$ cat src/rtl/knn_pkg.sv
// ----------------------------------------------------------------------------
// knn_pkg
// Shared widths, register indexes and types of the nearest-neighbor selector.
// ----------------------------------------------------------------------------
package knn_pkg;

    localparam int COORD_W     = 24;
    localparam int DIFF_W      = COORD_W + 1;
    localparam int SQ_W        = 2 * COORD_W;
    localparam int DIST_W      = SQ_W + 2;
    localparam int IDX_W       = 16;
    localparam int DIM         = 3;
    localparam int DIMS_W      = 2;
    localparam int WANT_W      = 5;
    localparam int CFG_ADDR_W  = 3;
    localparam int CFG_DATA_W  = 24;
    localparam int QUEUE_DEPTH = 8;

    localparam int K_MAX_DEF      = 16;
    localparam int MAX_POINTS_DEF = 65536;

    localparam logic [CFG_ADDR_W-1:0] REG_QUERY_0 = 3'd0;
    localparam logic [CFG_ADDR_W-1:0] REG_QUERY_1 = 3'd1;
    localparam logic [CFG_ADDR_W-1:0] REG_QUERY_2 = 3'd2;
    localparam logic [CFG_ADDR_W-1:0] REG_DIMS    = 3'd3;
    localparam logic [CFG_ADDR_W-1:0] REG_WANTED  = 3'd4;

    typedef struct packed {
        logic signed [COORD_W-1:0] q0;
        logic signed [COORD_W-1:0] q1;
        logic signed [COORD_W-1:0] q2;
        logic [DIMS_W-1:0]         dims;
    } knn_query_t;

    // one classified point on its way to the sorted list
    typedef struct packed {
        logic [DIST_W-1:0] sq_dist;
        logic [IDX_W-1:0]  idx;
        logic              ins;
        logic              last;
        logic              ovf;
    } knn_item_t;

    typedef struct packed {
        logic [IDX_W-1:0] idx;
        logic             last;
        logic             ovf;
    } knn_result_t;

endpackage

$ cat src/rtl/knn_queue.sv
// ----------------------------------------------------------------------------
// knn_queue
// Short first-in first-out queue between the front and the sorted list.
// ----------------------------------------------------------------------------
module knn_queue (
    input  logic                aclk,
    input  logic                aresetn,
    input  logic                push,
    input  knn_pkg::knn_item_t  push_item,
    input  logic                pop,
    output logic                head_valid,
    output knn_pkg::knn_item_t  head_item,
    output logic [$clog2(knn_pkg::QUEUE_DEPTH+1)-1:0] count
);
    import knn_pkg::*;

    localparam int PTR_W = $clog2(QUEUE_DEPTH);
    localparam int QC_W  = $clog2(QUEUE_DEPTH + 1);

    knn_item_t        slot_reg [QUEUE_DEPTH];
    logic [PTR_W-1:0] wr_ptr_reg, rd_ptr_reg;
    logic [QC_W-1:0]  count_reg;

    assign head_valid = (count_reg != '0);
    assign head_item  = slot_reg[rd_ptr_reg];
    assign count      = count_reg;

    always_ff @(posedge aclk) begin
        if (!aresetn) begin
            wr_ptr_reg <= '0;
            rd_ptr_reg <= '0;
            count_reg  <= '0;
        end else begin
            if (push) begin
                wr_ptr_reg <= PTR_W'((int'(wr_ptr_reg) + 1) % QUEUE_DEPTH);
            end
            if (pop) begin
                rd_ptr_reg <= PTR_W'((int'(rd_ptr_reg) + 1) % QUEUE_DEPTH);
            end
            count_reg <= count_reg + QC_W'(push) - QC_W'(pop);
        end
    end

    always_ff @(posedge aclk) begin
        if (push) begin
            slot_reg[wr_ptr_reg] <= push_item;
        end
    end

endmodule

$ cat config.mk
export PLATFORM = sky130hd
export DESIGN_NAME = knn_queue
export DESIGN_NICKNAME = d
export VERILOG_FILES = /design/src/rtl/knn_pkg.sv /design/src/rtl/knn_queue.sv
export SDC_FILE = /design/constraint.sdc
export NUM_CORES = 1
export LEC_CHECK = 0
export BUFFER_PORTS_ARGS = -buffer_cell sky130_fd_sc_hd__buf_2
export CORE_MARGIN = 8
export CORE_UTILIZATION = 35
export DETAILED_ROUTE_END_ITERATION = 7
export PLACE_DENSITY_LB_ADDON = 0.25
export SYNTH_ARGS = -nofsm -noshare
export SYNTH_HDL_FRONTEND = slang
export SYNTH_SLANG_ARGS = --single-unit
$ cat constraint.sdc
create_clock -name aclk -period 7.9 [get_ports aclk]
set_input_delay 1.185 -clock aclk [delete_from_list [all_inputs] [get_ports aclk]]
set_output_delay 1.185 -clock aclk [all_outputs]
set_load 0.01 [all_outputs]
==> results.json <==
{
  "outcome": "completed",
  "dpl.hpwl_mm": 23.24,
  "final_hold_viol_count": 0,
  "synthCells": 865,
  "area_delta_synth_final_pct": 16.23,
  "post_synth_top_area_share": 0.7766,
  "setup-violations-final": 0,
  "p_per_area_nw_per_um2": 263.9,
  "worst_setup_path_end_kind": "output pin",
  "ir_drop_v": 0.0001708,
  "drt_drc_violations_left": 0,
  "route.detailed.vias_per_inst": 4.926,
  "cts_buffers": 58,
  "ctsHoldBuffers": 0,
  "synthesized_area_per_cell_um2": 24.68,
  "port_buffers": 146,
  "post_synth_num_cell_types": 23,
  "first_global_vias": 10340,
  "clk-insertion-delay-late_ns": 0.60,
  "clkSinkCount": 565,
  "asyncSetResetFlopFracSynth": 0,
  "initial_antenna_violation_count": 8,
  "antenna_violating_nets_post_route": 0,
  "post-cts-setup-buffer-count": 0,
  "ctsResizeCount": 0,
  "ys_top_cells_by_area": "sky130_fd_sc_hd__edfxtp_1, sky130_fd_sc_hd__mux4_2, sky130_fd_sc_hd__mux2_2",
  "synth_most_common_cell": "sky130_fd_sc_hd__edfxtp_1",
  "post_placement_setup_slack_ns": 4.096,
  "drv_cap": 0,
  "share_of_the_cycle_needed_by_the_critical_path_after_routing": 0.5421,
  "gp_congestion": 0.6830,
  "max_ffs_per_register": 552,
  "fp-row-count": 90,
  "met1_usage": 0.1640,
  "final-instance-count-excl-fill": 1876,
  "rsz_0062_raised_after_global_routing": "no",
  "ctsLongestPathBuffers": 3,
  "maximum_number_of_pins_on_one_net_before_global_route_repair": 91,
  "place.detailed.instances": 1770,
  "finalCriticalPeriod_ns": 4.283,
  "synth.ff_latch_count": 565,
  "cp-start-kind": "register",
  "max_freq_ghz": 0.2335,
  "power_leakage_uw": 0.007824,
  "die-area_um2": 69150,
  "synth-seq-area-share": 0.7887,
  "max_slew.worst_pin.slew_ns": 0.9894,
  "final_util": 0.4110,
  "grt.met2_usage": 0.2121,
  "postLayoutSetupSlackWorst_ns": 3.617,
  "maxSlewHeadroom": 0.3388,
  "cts.reportedPaths.clkPinSlew_ns": 0.06,
  "grt_pass1_wl_mm": 66.89,
  "grt_overflow_total": 0,
  "synth.yosys.warnings": 0,
  "critical_path_required_ns": 6.71,
  "dr.pass1.iters": 7,
  "worst-path-max-fanout": 50,
  "top_usage_layer": "met2",
  "syn-num-nets": 946,
  "ff2ff_setup_slack_ns": 5.19,
  "share_of_post_route_cells_with_drive_strength_above_1": 0.4165,
  "routed_wirelength_mm": 44.58,
  "die_h_um": 263.0,
  "post_syn_area_um2": 21350,
  "floorplan.die.width_um": 263.0,
  "core_region_um2": 60360,
  "grt_util_met3": 0.03826,
  "cts_tree": "yes",
  "yosysTopAreaCell": "sky130_fd_sc_hd__edfxtp_1",
  "start_util": 0.3536,
  "timing.setup.critical_path_class": "reg -> out",
  "number_of_flops_mapped_to_enable_cells_by_yosys": 552,
  "finish.net_count": 1129,
  "routed-via-count": 9242,
  "num_io_pins": 147,
  "report.final.slew_viol_count": 0,
  "timing.setup.tns_ns": 0,
  "drt_first_iter_violations": 701,
  "track_usage": 0.1281,
  "crit_arrival_ns": 3.10,
  "post_synth_most_frequent_cells": "sky130_fd_sc_hd__edfxtp_1, sky130_fd_sc_hd__mux4_2, sky130_fd_sc_hd__mux2_2",
  "wl_per_cell_um": 23.76,
  "fin_worst_skew_ns": 0.02030,
  "clock_tree.htree_level_count": 2,
  "cts-root-buf": "sky130_fd_sc_hd__clkbuf_16",
  "holdCritPathClass": "reg -> reg",
  "synth-main-ff-cell": "sky130_fd_sc_hd__edfxtp_1"
}
-- critical path, stage by stage, from the launching register on --
cell and delay, ns:
sky130_fd_sc_hd__dfxtp_4 0.86, sky130_fd_sc_hd__buf_4 0.72, sky130_fd_sc_hd__mux4_2 0.41, sky130_fd_sc_hd__mux2_2 0.31, sky130_fd_sc_hd__buf_2 0.15
-- layout make-up --
type / instances / area [µm²]
Inverter: 7 / 26.28
Antenna cell: 4 / 10.01
Clock buffer: 77 / 1587
Fill cell: 5290 / 35550
Timing Repair Buffer: 163 / 870.8
Sequential cell: 565 / 16850
Clock inverter: 25 / 212.7
Multi-Input combinational cell: 253 / 4278
Tap cell: 782 / 978.4
-- power by group --
part / switching, µW / leakage, µW / internal, µW
registers: 33.4 / 0.00512 / 3380
clock network: 1080 / 0.000879 / 1520
logic: 280 / 0.00182 / 253
-- per-stage QoR --
step | power, µW | area (µm²) | hold slack, ns
final | 6548 | 24810 | 0.5445
after detailed placement | 4026 | 23000 | 0.5395
after global placement | 4016 | 23000 | 0.5374
after CTS | 6650 | 24800 | 0.5510
after global routing | 6795 | 24800 | 0.5746
after floorplan | 3815 | 21350 | 0.5125
-- worst paths after layout --
path                               startpoint  cells past startpoint         endpoint
worst max-delay path                 register                      4    head_item[19]
worst min-delay path            rd_ptr_reg[1]                      2         register
worst max register to register  wr_ptr_reg[0]                      3  slot_reg[7][51]
worst min register to register  rd_ptr_reg[1]                      2         register
-- cell usage in the layout (no fill, tap or decap), types with 3 or more instances in the layout --
cell / instances
sky130_fd_sc_hd__mux4_2: 138
sky130_fd_sc_hd__nand2_1: 5
sky130_fd_sc_hd__bufinv_16: 4
sky130_fd_sc_hd__buf_2: 146
sky130_fd_sc_hd__mux2i_1: 3
sky130_fd_sc_hd__clkinv_1: 13
sky130_fd_sc_hd__clkbuf_1: 16
sky130_fd_sc_hd__dfxtp_4: 3
sky130_fd_sc_hd__ha_1: 7
sky130_fd_sc_hd__dfxtp_1: 10
sky130_fd_sc_hd__nor2_4: 6
sky130_fd_sc_hd__mux2_2: 69
sky130_fd_sc_hd__nor2b_1: 3
sky130_fd_sc_hd__clkinv_2: 7
sky130_fd_sc_hd__inv_1: 7
sky130_fd_sc_hd__buf_4: 16
sky130_fd_sc_hd__xnor2_1: 3
sky130_fd_sc_hd__nand2b_1: 4
sky130_fd_sc_hd__and2_1: 7
sky130_fd_sc_hd__diode_2: 4
sky130_fd_sc_hd__edfxtp_1: 552
sky130_fd_sc_hd__clkbuf_16: 61
-- metal layers --
metal	part of all wire	vias up	wire length, µm
li1	-	4049	-
met1	0.44	4935	19580
met2	0.49	178	21680
met3	0.053	72	2346
met4	0.021	8	919
met5	0.0013	-	56
-- logic make-up (layout without fill, tap and decap cells) --
family	Yosys count	in the layout	synth area share
other	0	4	0
XOR/XNOR	5	5	0.002052
AO/OA/AOI/OAI	2	2	0.0005861
multiplexers	210	210	0.1834
adder cells (fa/ha/maj)	8	8	0.005041
flip-flops	565	565	0.7887
AND/OR/NAND/NOR	28	28	0.006741
buffers and inverters	47	272	0.01342
Power figures use the tool's default switching activity.
