**src/rtl/knn_pkg.sv**
```systemverilog
// ----------------------------------------------------------------------------
// knn_pkg
// Shared widths, register indexes and types of the nearest-neighbor selector.
// ----------------------------------------------------------------------------
package knn_pkg;

    localparam int COORD_W     = 24;
    localparam int DIFF_W      = COORD_W + 1;
    localparam int SQ_W        = 2 * COORD_W;
    localparam int DIST_W      = SQ_W + 2;
    localparam int IDX_W       = 16;
    localparam int DIM         = 3;
    localparam int DIMS_W      = 2;
    localparam int WANT_W      = 5;
    localparam int CFG_ADDR_W  = 3;
    localparam int CFG_DATA_W  = 24;
    localparam int QUEUE_DEPTH = 8;

    localparam int K_MAX_DEF      = 16;
    localparam int MAX_POINTS_DEF = 65536;

    localparam logic [CFG_ADDR_W-1:0] REG_QUERY_0 = 3'd0;
    localparam logic [CFG_ADDR_W-1:0] REG_QUERY_1 = 3'd1;
    localparam logic [CFG_ADDR_W-1:0] REG_QUERY_2 = 3'd2;
    localparam logic [CFG_ADDR_W-1:0] REG_DIMS    = 3'd3;
    localparam logic [CFG_ADDR_W-1:0] REG_WANTED  = 3'd4;

    typedef struct packed {
        logic signed [COORD_W-1:0] q0;
        logic signed [COORD_W-1:0] q1;
        logic signed [COORD_W-1:0] q2;
        logic [DIMS_W-1:0]         dims;
    } knn_query_t;

    // one classified point on its way to the sorted list
    typedef struct packed {
        logic [DIST_W-1:0] sq_dist;
        logic [IDX_W-1:0]  idx;
        logic              ins;
        logic              last;
        logic              ovf;
    } knn_item_t;

    typedef struct packed {
        logic [IDX_W-1:0] idx;
        logic             last;
        logic             ovf;
    } knn_result_t;

endpackage

```
**src/rtl/knn_back.sv**
```systemverilog
// ----------------------------------------------------------------------------
// knn_back
// Sorted list of compare cells; inserts one point a cycle unless shifting out results.
// ----------------------------------------------------------------------------
module knn_back #(
    parameter int K_MAX = knn_pkg::K_MAX_DEF
) (
    input  logic                          aclk,
    input  logic                          aresetn,
    input  logic [knn_pkg::WANT_W-1:0]    neighbors_wanted,
    input  logic                          head_valid,
    input  knn_pkg::knn_item_t            head_item,
    output logic                          pop,
    output logic                          out_valid,
    input  logic                          out_ready,
    output knn_pkg::knn_result_t          out_result
);
    import knn_pkg::*;

    localparam int FILL_W = $clog2(K_MAX + 1);
    localparam logic ST_INSERT = 1'b0;
    localparam logic ST_EMIT   = 1'b1;

    logic              state_reg, state_next;
    logic [FILL_W-1:0] filled_reg, filled_next;
    logic [FILL_W-1:0] remain_reg, remain_next;
    logic              run_ovf_reg, run_ovf_next;
    logic [DIST_W-1:0] dist_reg [K_MAX];
    logic [DIST_W-1:0] dist_next [K_MAX];
    logic [IDX_W-1:0]  pt_reg [K_MAX];
    logic [IDX_W-1:0]  pt_next [K_MAX];
    logic [K_MAX-1:0]  le;
    logic              out_valid_reg, out_valid_next;
    knn_result_t       out_reg, out_next;
    logic              out_free;

    assign pop        = (state_reg == ST_INSERT) && head_valid;
    assign out_free   = !out_valid_reg || out_ready;
    assign out_valid  = out_valid_reg;
    assign out_result = out_reg;

    // each cell holding an entry no worse than the new point keeps its place
    always_comb begin
        for (int j = 0; j < K_MAX; j++) begin
            le[j] = (FILL_W'(j) < filled_reg) && (dist_reg[j] <= head_item.sq_dist);
        end
    end

    always_comb begin
        int unsigned n_take;
        state_next     = state_reg;
        filled_next    = filled_reg;
        remain_next    = remain_reg;
        run_ovf_next   = run_ovf_reg;
        out_valid_next = out_valid_reg && !out_ready;
        out_next       = out_reg;
        n_take         = 0;
        for (int j = 0; j < K_MAX; j++) begin
            dist_next[j] = dist_reg[j];
            pt_next[j]   = pt_reg[j];
        end
        unique case (state_reg)
            ST_INSERT: begin
                if (pop) begin
                    if (head_item.ins && !le[K_MAX-1]) begin
                        for (int j = 0; j < K_MAX; j++) begin
                            if (!le[j]) begin
                                if (j == 0 || le[(j > 0) ? j - 1 : 0]) begin
                                    dist_next[j] = head_item.sq_dist;
                                    pt_next[j]   = head_item.idx;
                                end else begin
                                    dist_next[j] = dist_reg[(j > 0) ? j - 1 : 0];
                                    pt_next[j]   = pt_reg[(j > 0) ? j - 1 : 0];
                                end
                            end
                        end
                        if (filled_reg < FILL_W'(K_MAX)) begin
                            filled_next = filled_reg + 1'b1;
                        end
                    end
                    if (head_item.last) begin
                        n_take = int'(neighbors_wanted);
                        if (n_take > K_MAX) begin
                            n_take = K_MAX;
                        end
                        if (n_take > int'(filled_next)) begin
                            n_take = int'(filled_next);
                        end
                        if (n_take == 0) begin
                            filled_next = '0;
                        end else begin
                            state_next   = ST_EMIT;
                            remain_next  = FILL_W'(n_take);
                            run_ovf_next = head_item.ovf;
                        end
                    end
                end
            end
            ST_EMIT: begin
                if (out_free) begin
                    out_valid_next = 1'b1;
                    out_next.idx   = pt_reg[0];
                    out_next.last  = (remain_reg == FILL_W'(1));
                    out_next.ovf   = run_ovf_reg;
                    // the list drains toward cell zero
                    for (int j = 0; j < K_MAX - 1; j++) begin
                        dist_next[j] = dist_reg[j+1];
                        pt_next[j]   = pt_reg[j+1];
                    end
                    remain_next = remain_reg - 1'b1;
                    if (remain_reg == FILL_W'(1)) begin
                        state_next  = ST_INSERT;
                        filled_next = '0;
                    end
                end
            end
            default: begin
                state_next = ST_INSERT;
            end
        endcase
    end

    always_ff @(posedge aclk) begin
        if (!aresetn) begin
            state_reg     <= ST_INSERT;
            filled_reg    <= '0;
            remain_reg    <= '0;
            run_ovf_reg   <= 1'b0;
            out_valid_reg <= 1'b0;
        end else begin
            state_reg     <= state_next;
            filled_reg    <= filled_next;
            remain_reg    <= remain_next;
            run_ovf_reg   <= run_ovf_next;
            out_valid_reg <= out_valid_next;
        end
    end

    always_ff @(posedge aclk) begin
        out_reg <= out_next;
        for (int j = 0; j < K_MAX; j++) begin
            dist_reg[j] <= dist_next[j];
            pt_reg[j]   <= pt_next[j];
        end
    end

endmodule

```
**config.mk**
```make
export PLATFORM = sky130hd
export DESIGN_NAME = knn_back
export DESIGN_NICKNAME = d
export VERILOG_FILES = /design/src/rtl/knn_pkg.sv /design/src/rtl/knn_back.sv
export SDC_FILE = /design/constraint.sdc
export NUM_CORES = 2
export LEC_CHECK = 0
export BUFFER_PORTS_ARGS = -buffer_cell sky130_fd_sc_hd__buf_2
export CAP_MARGIN = 20
export CORE_MARGIN = 2
export CORE_UTILIZATION = 33
export CTS_CLUSTER_SIZE = 8
export DETAILED_ROUTE_END_ITERATION = 12
export GPL_TIMING_DRIVEN = 0
export MAX_ROUTING_LAYER = met4
export PLACE_DENSITY = 0.5
export SLEW_MARGIN = 20
export SYNTH_ARGS = -nofsm -noshare
export SYNTH_HDL_FRONTEND = slang
export SYNTH_SLANG_ARGS = --single-unit
```
**constraint.sdc**
```tcl
create_clock -name aclk -period 11.93 [get_ports aclk]
set_clock_uncertainty 0.2 [all_clocks]
set_input_delay 1.7895 -clock aclk [delete_from_list [all_inputs] [get_ports aclk]]
set_output_delay 1.7895 -clock aclk [all_outputs]
set_load 0.1 [all_outputs]
```
==> results_dict.tcl <==
set metrics [dict create \
    grt_pass1_wl_mm 510 \
    max_freq_mhz 112 \
    mostFrequentLayoutCells "nand2_1, edfxtp_1, o211ai_1" \
    postRouteAntennaNets 0 \
    drv_cap 0 \
    worstMarginPinSlew_ns 1.22 \
    cts_tree "done" \
    io_buffers 97 \
    dpl.cell_count 10350 \
    grt_remaining_overflow 0 \
    final_util_pct 37.8 \
    power_mw 11.7 \
    setup.worst_path.class "in2reg" \
    startpoint "head_item[36]" \
    crit_required_ns 12.43 \
    antenna_found_initial 38 \
    regToRegStartpoint "dist_reg[1][367]" \
    h-tree-depth 4 \
    crit_arrival_ns 9.40 \
    drcViolationCount 0 \
    synth_edf_count 1074 \
    firstDrtPassIters 6 \
    finalCritPeriodShare_pct 74.7 \
    hold_path.class "reg2reg" \
    slew_headroom_pct 18.9 \
    hold_viol_final 0 \
    cts_buffers 156 \
    fp.coreArea_um2 219000 \
    cts_root_buf "clkbuf_16" \
    ys_ff_latch 1087 \
    synthToLayoutAreaGrowth_pct 14.1 \
    min_delay_path_depth 0 \
    fin_crit_ns 8.91 \
    grt_pass1_vias 65474 \
    ys_types 70 \
    viasPerCell 6.42 \
    grtUsageTotal_pct 32.8 \
    drt_iter0_drc 8480 \
    cts.sinks 1087 \
    fill_cells 21978 \
    initial_core_util_pct 33.1 \
    gp_congestion 0.979 \
    hp-start "run_ovf_reg" \
    reg2reg_depth 14 \
    ctsResizeCount 0 \
    synth_fp_nets 8205 \
    crit_fanout 43 \
    ys_async_sr_fraction_pct 0 \
    leakage_nw 29.5 \
    synth_cells 7319 \
    die_w_um 473 \
    drv_slew 0 \
    cp-start-kind "input pin" \
    die_area_um2 224000 \
    ctsHoldBuffers 0 \
    clk_pin_slew_ns 0.05 \
    vdd_drop_max_uv 152 \
    grt_setup_unrepaired "no" \
    stdcell_count 10573 \
    syn_area_um2 72700 \
    final_common_cell "nand2_1" \
    totalWireLength_mm 366 \
    syn_avg_cell_area_um2 9.93 \
    ys_seq_area_share_pct 44.7 \
    ys_warn_count 0 \
    fin_nets 8523 \
    grt_start_max_net_pins 44 \
    rows 172 \
    synthFlopType "edfxtp_1" \
    power_density_nw_per_um2 141 \
    postCtsSetupBuffers 0 \
    largest_register_ff_count 800 \
    setup-violations-final 0 \
    status "complete, no violations" \
    drive_gt1_share_pct 7.20 \
    fp.dieH_um 473 \
    place_hpwl_mm 290 \
    clockBufferDepth 3 \
    cp-end-kind "register" \
    ios 98 \
    insertion_delay_ns 0.86 \
    routedWlPerCell_um 34.6 \
    vias 67826 \
]
## power breakdown
group | switching (mW) | total, mW | leakage [nW] | internal [mW]
Clock | 1.92 | 4.32 | 2.12 | 2.40
Sequential | 0.350 | 5.06 | 10.5 | 4.71
Combinational | 1.62 | 2.33 | 16.9 | 0.716
Total | 3.89 | 11.7 | 29.5 | 7.83
## per-layer routing
metal / routed length, um / vias up / global-route usage, %
li1: - / 29076 / -
met1: 153000 / 34493 / 42.5
met2: 158000 / 3553 / 47.9
met3: 30900 / 704 / 6.42
met4: 23400 / 0 / 18.1
met5: 0 / - / -
## worst max-delay path: stages
cell	delay, ns
buf_2	0.16
inv_1	0.73
ha_1	0.29
nand4_1	0.48
nor4bb_1	0.88
o21ai_0	0.49
a41o_1	0.48
a21o_1	0.22
buf_2	0.48
inv_2	0.89
buf_2	0.39
buf_2	0.68
buf_6	0.61
buf_16	0.36
nand3_1	0.15
o211ai_1	0.13
## cell families after synthesis
group | synth area share [%]
buffers and inverters | 3.84
adders and majority gates | 13.9
DFF | 44.7
muxes | 2.84
xor gates and xnor gates | 0.0482
and+or+nand+nor | 16.1
AOI/OAI and AO/OA | 18.5
## path summary, 6_finish.rpt
check	end	slack (ns)
setup / recovery	pt_reg[0][45]	3.02
hold / removal	out_result[0]	0.24
setup reg to reg	pt_reg[0][45]	4.42
hold reg to reg	out_result[0]	0.24
## through the flow
stage | setup WS [ns] | instance area (um^2) | hold WS (ns) | setup TNS (ns)
finish | 3.02 | 83000 | 0.241 | 0
global route | 3.09 | 82900 | 0.251 | 0
CTS | 3.32 | 82900 | 0.239 | 0
detailed placement | 2.40 | 78500 | 0.219 | 0
global placement | -7.33 | 76800 | 0.224 | -1748.60
floorplan | 2.30 | 72700 | 0.208 | 0
## synthesized netlist by cell type (all sizes together), types with 15 or more instances
| cell type | count | share of area [%] |
|---|---|---|
| a211oi | 37 | 0.38 |
| o211ai | 878 | 9.3 |
| o21a | 32 | 0.33 |
| nor3 | 43 | 0.30 |
| a21o | 145 | 1.5 |
| and4 | 32 | 0.39 |
| edfxtp | 1074 | 44 |
| o311ai | 66 | 0.80 |
| inv | 114 | 0.59 |
| nand2b | 18 | 0.15 |
| a221oi | 17 | 0.20 |
| buf | 137 | 0.91 |
| clkbuf | 453 | 2.3 |
| a21oi | 258 | 1.8 |
| nor2 | 94 | 0.49 |
| nor4 | 24 | 0.21 |
| o21ai | 364 | 2.5 |
| a31oi | 75 | 0.65 |
| o221ai | 15 | 0.18 |
| nand4 | 407 | 3.5 |
| nor2b | 38 | 0.33 |
| nand3 | 443 | 3.1 |
| mux2i | 205 | 2.8 |
| ha | 808 | 14 |
| nand2 | 1384 | 7.1 |
## area by class of cell
cell class	count	area, um^2	area share (%)
Timing Repair Buffer	160	1810	2.18
Clock inverter	18	432	0.520
Multi-Input combinational cell	5526	37700	45.5
Buffer	590	2420	2.91
Antenna cell	32	80.1	0.0965
Sequential cell	1087	32500	39.2
Inverter	116	435	0.525
Clock buffer	173	3970	4.78
Tap cell	2871	3590	4.33
Note: power is estimated with default switching activity, not from simulation.
