==> config.mk <==
export PLATFORM = sky130hd
export DESIGN_NAME = knn_front
export DESIGN_NICKNAME = d
export VERILOG_FILES = /design/src/rtl/knn_pkg.sv /design/src/rtl/knn_front.sv
export SDC_FILE = /design/constraint.sdc
export NUM_CORES = 2
export LEC_CHECK = 0
export BUFFER_PORTS_ARGS = -buffer_cell sky130_fd_sc_hd__buf_2
export CAP_MARGIN = 20
export CORE_MARGIN = 5
export CORE_UTILIZATION = 70
export CTS_CLUSTER_DIAMETER = 50
export DETAILED_ROUTE_END_ITERATION = 7
export PLACE_DENSITY = 0.88
export RECOVER_POWER = 50
export SYNTH_ARGS = -nofsm -noshare
export SYNTH_HDL_FRONTEND = slang
export SYNTH_SLANG_ARGS = --single-unit
==> constraint.sdc <==
create_clock -name aclk -period 18.9 [get_ports aclk]
set_clock_uncertainty 0.15 [all_clocks]
set_input_delay 0.945 -clock aclk [delete_from_list [all_inputs] [get_ports aclk]]
set_output_delay 0.945 -clock aclk [all_outputs]
set_load 0.02 [all_outputs]
==> src/rtl/knn_pkg.sv <==
// ----------------------------------------------------------------------------
// knn_pkg
// Shared widths, register indexes and types of the nearest-neighbor selector.
// ----------------------------------------------------------------------------
package knn_pkg;

    localparam int COORD_W     = 24;
    localparam int DIFF_W      = COORD_W + 1;
    localparam int SQ_W        = 2 * COORD_W;
    localparam int DIST_W      = SQ_W + 2;
    localparam int IDX_W       = 16;
    localparam int DIM         = 3;
    localparam int DIMS_W      = 2;
    localparam int WANT_W      = 5;
    localparam int CFG_ADDR_W  = 3;
    localparam int CFG_DATA_W  = 24;
    localparam int QUEUE_DEPTH = 8;

    localparam int K_MAX_DEF      = 16;
    localparam int MAX_POINTS_DEF = 65536;

    localparam logic [CFG_ADDR_W-1:0] REG_QUERY_0 = 3'd0;
    localparam logic [CFG_ADDR_W-1:0] REG_QUERY_1 = 3'd1;
    localparam logic [CFG_ADDR_W-1:0] REG_QUERY_2 = 3'd2;
    localparam logic [CFG_ADDR_W-1:0] REG_DIMS    = 3'd3;
    localparam logic [CFG_ADDR_W-1:0] REG_WANTED  = 3'd4;

    typedef struct packed {
        logic signed [COORD_W-1:0] q0;
        logic signed [COORD_W-1:0] q1;
        logic signed [COORD_W-1:0] q2;
        logic [DIMS_W-1:0]         dims;
    } knn_query_t;

    // one classified point on its way to the sorted list
    typedef struct packed {
        logic [DIST_W-1:0] sq_dist;
        logic [IDX_W-1:0]  idx;
        logic              ins;
        logic              last;
        logic              ovf;
    } knn_item_t;

    typedef struct packed {
        logic [IDX_W-1:0] idx;
        logic             last;
        logic             ovf;
    } knn_result_t;

endpackage

==> src/rtl/knn_front.sv <==
// ----------------------------------------------------------------------------
// knn_front
// Accepts points, numbers them, flags overflow and forms squared distances.
// ----------------------------------------------------------------------------
module knn_front #(
    parameter int MAX_POINTS = knn_pkg::MAX_POINTS_DEF
) (
    input  logic                                aclk,
    input  logic                                aresetn,
    input  knn_pkg::knn_query_t                 query,
    input  logic                                in_valid,
    output logic                                in_ready,
    input  logic signed [knn_pkg::COORD_W-1:0]  coord_0,
    input  logic signed [knn_pkg::COORD_W-1:0]  coord_1,
    input  logic signed [knn_pkg::COORD_W-1:0]  coord_2,
    input  logic                                last_point,
    input  logic [$clog2(knn_pkg::QUEUE_DEPTH+1)-1:0] queue_count,
    output logic                                push,
    output knn_pkg::knn_item_t                  push_item
);
    import knn_pkg::*;

    localparam int CNT_W = $clog2(MAX_POINTS + 1);
    localparam int QC_W  = $clog2(QUEUE_DEPTH + 1);

    logic [CNT_W-1:0] count_reg, count_next;
    logic             ovf_reg, ovf_next;
    logic             accept;
    logic             drop;
    logic [1:0]       dims_eff;
    logic [CNT_W+IDX_W-1:0] idx_wide;

    logic                     v1_reg, v2_reg, v3_reg;
    logic signed [DIFF_W-1:0] d0_reg, d1_reg, d2_reg;
    logic signed [DIFF_W-1:0] d0_next, d1_next, d2_next;
    logic [SQ_W-1:0]          s0_reg, s1_reg, s2_reg;
    logic signed [2*DIFF_W-1:0] p0, p1, p2;
    logic [DIST_W-1:0]        dist_reg;
    logic [IDX_W-1:0]         idx1_reg, idx2_reg, idx3_reg;
    logic [2:0]               fl1_reg, fl2_reg, fl3_reg;  // ins, last, ovf
    logic [QC_W-1:0]          in_flight;

    // every point in the pipe already owns a queue slot
    assign in_flight = queue_count + QC_W'(v1_reg) + QC_W'(v2_reg) + QC_W'(v3_reg);
    assign in_ready  = (in_flight < QC_W'(QUEUE_DEPTH));
    assign accept    = in_valid && in_ready;
    assign drop      = (count_reg == CNT_W'(MAX_POINTS));
    assign idx_wide  = {{IDX_W{1'b0}}, count_reg};

    always_comb begin
        if (query.dims == 2'd0) begin
            dims_eff = 2'd1;
        end else if (query.dims > 2'(DIM)) begin
            dims_eff = 2'(DIM);
        end else begin
            dims_eff = query.dims;
        end
    end

    always_comb begin
        d0_next = DIFF_W'(coord_0) - DIFF_W'(query.q0);
        d1_next = (dims_eff > 2'd1) ? DIFF_W'(coord_1) - DIFF_W'(query.q1) : '0;
        d2_next = (dims_eff > 2'd2) ? DIFF_W'(coord_2) - DIFF_W'(query.q2) : '0;
    end

    always_comb begin
        count_next = count_reg;
        ovf_next   = ovf_reg;
        if (accept) begin
            if (last_point) begin
                count_next = '0;
                ovf_next   = 1'b0;
            end else begin
                if (!drop) begin
                    count_next = count_reg + 1'b1;
                end
                ovf_next = ovf_reg || drop;
            end
        end
    end

    assign p0 = d0_reg * d0_reg;
    assign p1 = d1_reg * d1_reg;
    assign p2 = d2_reg * d2_reg;

    always_ff @(posedge aclk) begin
        if (!aresetn) begin
            count_reg <= '0;
            ovf_reg   <= 1'b0;
            v1_reg    <= 1'b0;
            v2_reg    <= 1'b0;
            v3_reg    <= 1'b0;
        end else begin
            count_reg <= count_next;
            ovf_reg   <= ovf_next;
            v1_reg    <= accept;
            v2_reg    <= v1_reg;
            v3_reg    <= v2_reg;
        end
    end

    always_ff @(posedge aclk) begin
        d0_reg   <= d0_next;
        d1_reg   <= d1_next;
        d2_reg   <= d2_next;
        idx1_reg <= idx_wide[IDX_W-1:0];
        fl1_reg  <= {!drop, last_point, ovf_reg || drop};
        s0_reg   <= p0[SQ_W-1:0];
        s1_reg   <= p1[SQ_W-1:0];
        s2_reg   <= p2[SQ_W-1:0];
        idx2_reg <= idx1_reg;
        fl2_reg  <= fl1_reg;
        dist_reg <= DIST_W'(s0_reg) + DIST_W'(s1_reg) + DIST_W'(s2_reg);
        idx3_reg <= idx2_reg;
        fl3_reg  <= fl2_reg;
    end

    assign push              = v3_reg;
    assign push_item.sq_dist = dist_reg;
    assign push_item.idx     = idx3_reg;
    assign push_item.ins     = fl3_reg[2];
    assign push_item.last    = fl3_reg[1];
    assign push_item.ovf     = fl3_reg[0];

endmodule

==> impl_metrics.tcl <==
set metrics [dict create \
    outcome "finished with violations" \
    violations "capacitance limit, slew limit" \
    grt_max_degree 50 \
    synth_cells 7776 \
    grt-ovfl-total 0 \
    cp.required_ns 19.25 \
    synth_top_family_by_area "adder cells" \
    fmax_mhz 116 \
    worstPathMaxFanout 28 \
    synthArstFlopShare_pct 0 \
    yosys.area_share.simple_pct 10.6 \
    crit_type "reg2reg" \
    port_buffers 224 \
    tritoncts "yes" \
    reg2regPathDepth 24 \
    maxSlewViolCount 93 \
    fin_nets 10500 \
    hold_viol_final 0 \
    firstDrtPassIters 6 \
    num_rows 119 \
    start_util_pct 70.7 \
    drtAntennaViolNets 0 \
    synth_top_area_share_pct 48.9 \
    synth_ff_type "dfxtp_1" \
    r2r-start "d1_reg[1]$_SDFF_PP0_" \
    synthMuxAreaShare_pct 0.0804 \
    area_growth_syn_to_layout_pct 5.76 \
    end_kind "flop" \
    yosysSeqAreaShare_pct 9.21 \
    die_x_um 337 \
    r2r_end "s1_reg[40]$_DFF_P_" \
    hpwl_um 151000 \
    clockBufferDepth 3 \
    h-tree-depth 2 \
    yosysTopAreaCell "fa_1" \
    synth.avg_cell_area_um2 9.61 \
    vias_per_cell 5.69 \
    hold_class "reg2reg" \
    relSlewSlack_pct -14.7 \
    yosys_warnings 0 \
    dr_total_vias 53200 \
    fp.dieArea_um2 113000 \
    cts_resized 0 \
    crit_buf_inv 5 \
    critical_path.top_delay_family "adder cells" \
    startpoint_type "flop" \
    grt_usage_pct 34.0 \
    synthAdderAreaFrac_pct 58.3 \
    cp_slowest_stage_delay_ns 1.09 \
    cts.sinks 344 \
    r2r_setup_slack_ns 10.31 \
    crit_slowest_cell "dfxtp_1" \
    wl_um 184000 \
    insertion_delay_ns 0.64 \
    drive_gt1_share_pct 4.25 \
    hold_start "idx2_reg[14]$_DFF_P_" \
    finalWorstPathRequiredPeriod_ns 8.59 \
    synth-edff-count 0 \
    coreArea_um2 106000 \
    cts-buffers-inserted 48 \
    yosysUniqueCellTypes 90 \
    synth_area_leaders "fa_1 (49%), inv_1 (11%), ha_1 (9.5%)" \
    drc 0 \
    hold-path-cell-count 0 \
    fill_cells 6904 \
    grt_pass1_wl_um 305000 \
    synth_xor_area_share_pct 3.43 \
    worstPathCellList "nand2_1, inv_1, fa_1, fa_1, inv_1, fa_1, inv_1, fa_1, fa_1, fa_1, inv_1, fa_1, inv_1, ha_1, a21o_1, a21o_1, a21oi_1, o21ai_0, a21o_1, nand2_1, o21ai_0, o41ai_2, or4b_1, o311ai_0" \
    finalSetupTns_ns 0 \
    root_buffer "clkbuf_16" \
    io_pins 225 \
    netlist_area_um2 74700 \
    cpMostUsedCell "fa_1" \
    tightest_slew_ns 1.72 \
    post_cts_buffers 0 \
    path_clk_slew_ns 0.06 \
    critical_path_arrival_ns 8.95 \
    min_to "idx3_reg[14]$_DFF_P_" \
    gp_congestion 0.933 \
    wl_per_cell_um 19.6 \
    setup_viol 0 \
    largest_reg_flops 50 \
    die_h_um 337 \
    antenna_found_initial 9 \
    grt_setup_unrepaired "false" \
    synth-seq-cells 344 \
    drt_iter0_drc 3877 \
    post-route-period-util_pct 45.5 \
    holdBufCountCts 0 \
    cap_violations 3 \
    synth-compound-area-share_pct 6.16 \
    grt_pass1_vias 61000 \
]
## layout by cell type, fill, tap and decap left out, types with 11 or more instances in the layout
cell / n
a211oi_1: 15
a21boi_0: 11
a21o_1: 116
a21oi_1: 203
a221oi_1: 12
a31oi_1: 20
and2_1: 361
and3_1: 39
buf_2: 148
buf_4: 57
clkbuf_1: 84
clkbuf_16: 49
dfxtp_1: 344
fa_1: 1825
ha_1: 565
inv_1: 2216
nand2_1: 621
nand2b_1: 46
nand3_1: 47
nand4_1: 31
nor2_1: 271
nor2b_1: 80
nor3_1: 52
nor4_1: 13
o211ai_1: 18
o21a_1: 38
o21ai_0: 119
o21bai_1: 24
o31ai_1: 16
or2_2: 13
or3_1: 14
xnor2_1: 191
xor2_1: 99
## layout make-up
| class | count | area, um2 | share of cell area (%) |
|---|---|---|---|
| repair buffers | 289 | 1550 | 1.97 |
| well taps | 1391 | 1740 | 2.20 |
| flip-flops and latches | 344 | 6890 | 8.71 |
| clock buffers | 55 | 1270 | 1.61 |
| clock inverters | 34 | 485 | 0.614 |
| diodes | 3 | 7.51 | 0.00950 |
| inverters | 2217 | 8320 | 10.5 |
| multi-input cells | 5019 | 58800 | 74.4 |
## per-layer routing
layer	part of all wire, %	track usage (%)	vias up
met5	0	0	-
met4	5.4	15.6	0
met3	9.6	7.64	713
met2	50	57.8	2620
met1	35	41.9	26700
li1	-	-	23200
## logic make-up after synthesis
family / Yosys count
buffers and inverters: 2415
adder cells (fa/ha/maj): 2390
AND/OR/NAND/NOR: 1634
AO/OA/AOI/OAI: 695
flip-flops: 344
XOR/XNOR: 291
multiplexers: 6
other: 1
## metrics by stage
step | hold slack (ns) | instances | cell area [um2] | util, % | setup slack (ns)
after floorplan | 0.160 | 7778 | 74800 | - | 11.53
after global placement | 0.160 | 9256 | 77300 | 73.1 | 10.69
after detailed placement | 0.162 | 9256 | 77300 | 73.1 | 10.47
after CTS | 0.176 | 9345 | 79100 | 74.8 | 10.40
after global routing | 0.181 | 9349 | 79000 | 74.8 | 9.96
final | 0.176 | 9352 | 79000 | 74.8 | 10.31
## worst reg2reg max path: stages, from the launching register on
cell	delay, ns
dfxtp_1	1.09
nand2_1	0.22
inv_1	0.20
fa_1	0.56
fa_1	0.78
inv_1	0.25
fa_1	0.53
inv_1	0.05
fa_1	0.49
fa_1	0.51
fa_1	0.49
inv_1	0.05
fa_1	0.48
inv_1	0.05
ha_1	0.35
a21o_1	0.24
a21o_1	0.20
a21oi_1	0.17
o21ai_0	0.13
a21o_1	0.22
nand2_1	0.08
o21ai_0	0.19
o41ai_2	0.38
or4b_1	0.46
o311ai_0	0.13
## worst max-delay path by stage
stage               depth (start not counted)                 end             startpoint  slack [ns]
floorplan                                  25  s0_reg[47]$_DFF_P_     d0_reg[24]$_DFF_P_       11.53
global placement                           25  s1_reg[45]$_DFF_P_  d1_reg[15]$_SDFF_PP0_       10.69
detailed placement                         26  s1_reg[45]$_DFF_P_  d1_reg[14]$_SDFF_PP0_       10.47
CTS                                        24  s1_reg[40]$_DFF_P_   d1_reg[1]$_SDFF_PP0_       10.40
global route                               24  s1_reg[40]$_DFF_P_   d1_reg[1]$_SDFF_PP0_        9.96
finish                                     24  s1_reg[40]$_DFF_P_   d1_reg[1]$_SDFF_PP0_       10.31
## synthesized netlist by cell type (6+ instances only)
| cell type | n |
|---|---|
| o21bai_1 | 24 |
| nand2b_1 | 46 |
| o22ai_1 | 6 |
| ha_1 | 565 |
| o21ai_1 | 8 |
| fa_1 | 1825 |
| nor2_1 | 271 |
| clkbuf_1 | 191 |
| and3_1 | 39 |
| nand3_1 | 47 |
| nand4_1 | 31 |
| a31oi_1 | 20 |
| o31ai_1 | 16 |
| a21o_1 | 116 |
| nand3b_1 | 9 |
| nor2b_1 | 80 |
| a21boi_0 | 11 |
| a211oi_1 | 15 |
| nor4_1 | 13 |
| xnor2_1 | 191 |
| a221oi_1 | 11 |
| nor3b_1 | 9 |
| and2_1 | 365 |
| mux2i_1 | 6 |
| a31o_2 | 6 |
| dfxtp_1 | 344 |
| a211o_1 | 10 |
| o311ai_0 | 6 |
| nand2_1 | 621 |
| or3_1 | 14 |
| nor3_1 | 52 |
| a21oi_1 | 203 |
| o21a_1 | 38 |
| or2_2 | 13 |
| inv_1 | 2216 |
| o21ai_0 | 118 |
| o211ai_1 | 18 |
| a311o_1 | 7 |
| xor2_1 | 99 |
Power is not shown: default switching activity piles up to over one toggle a cycle in this logic, so the estimate is an artifact.
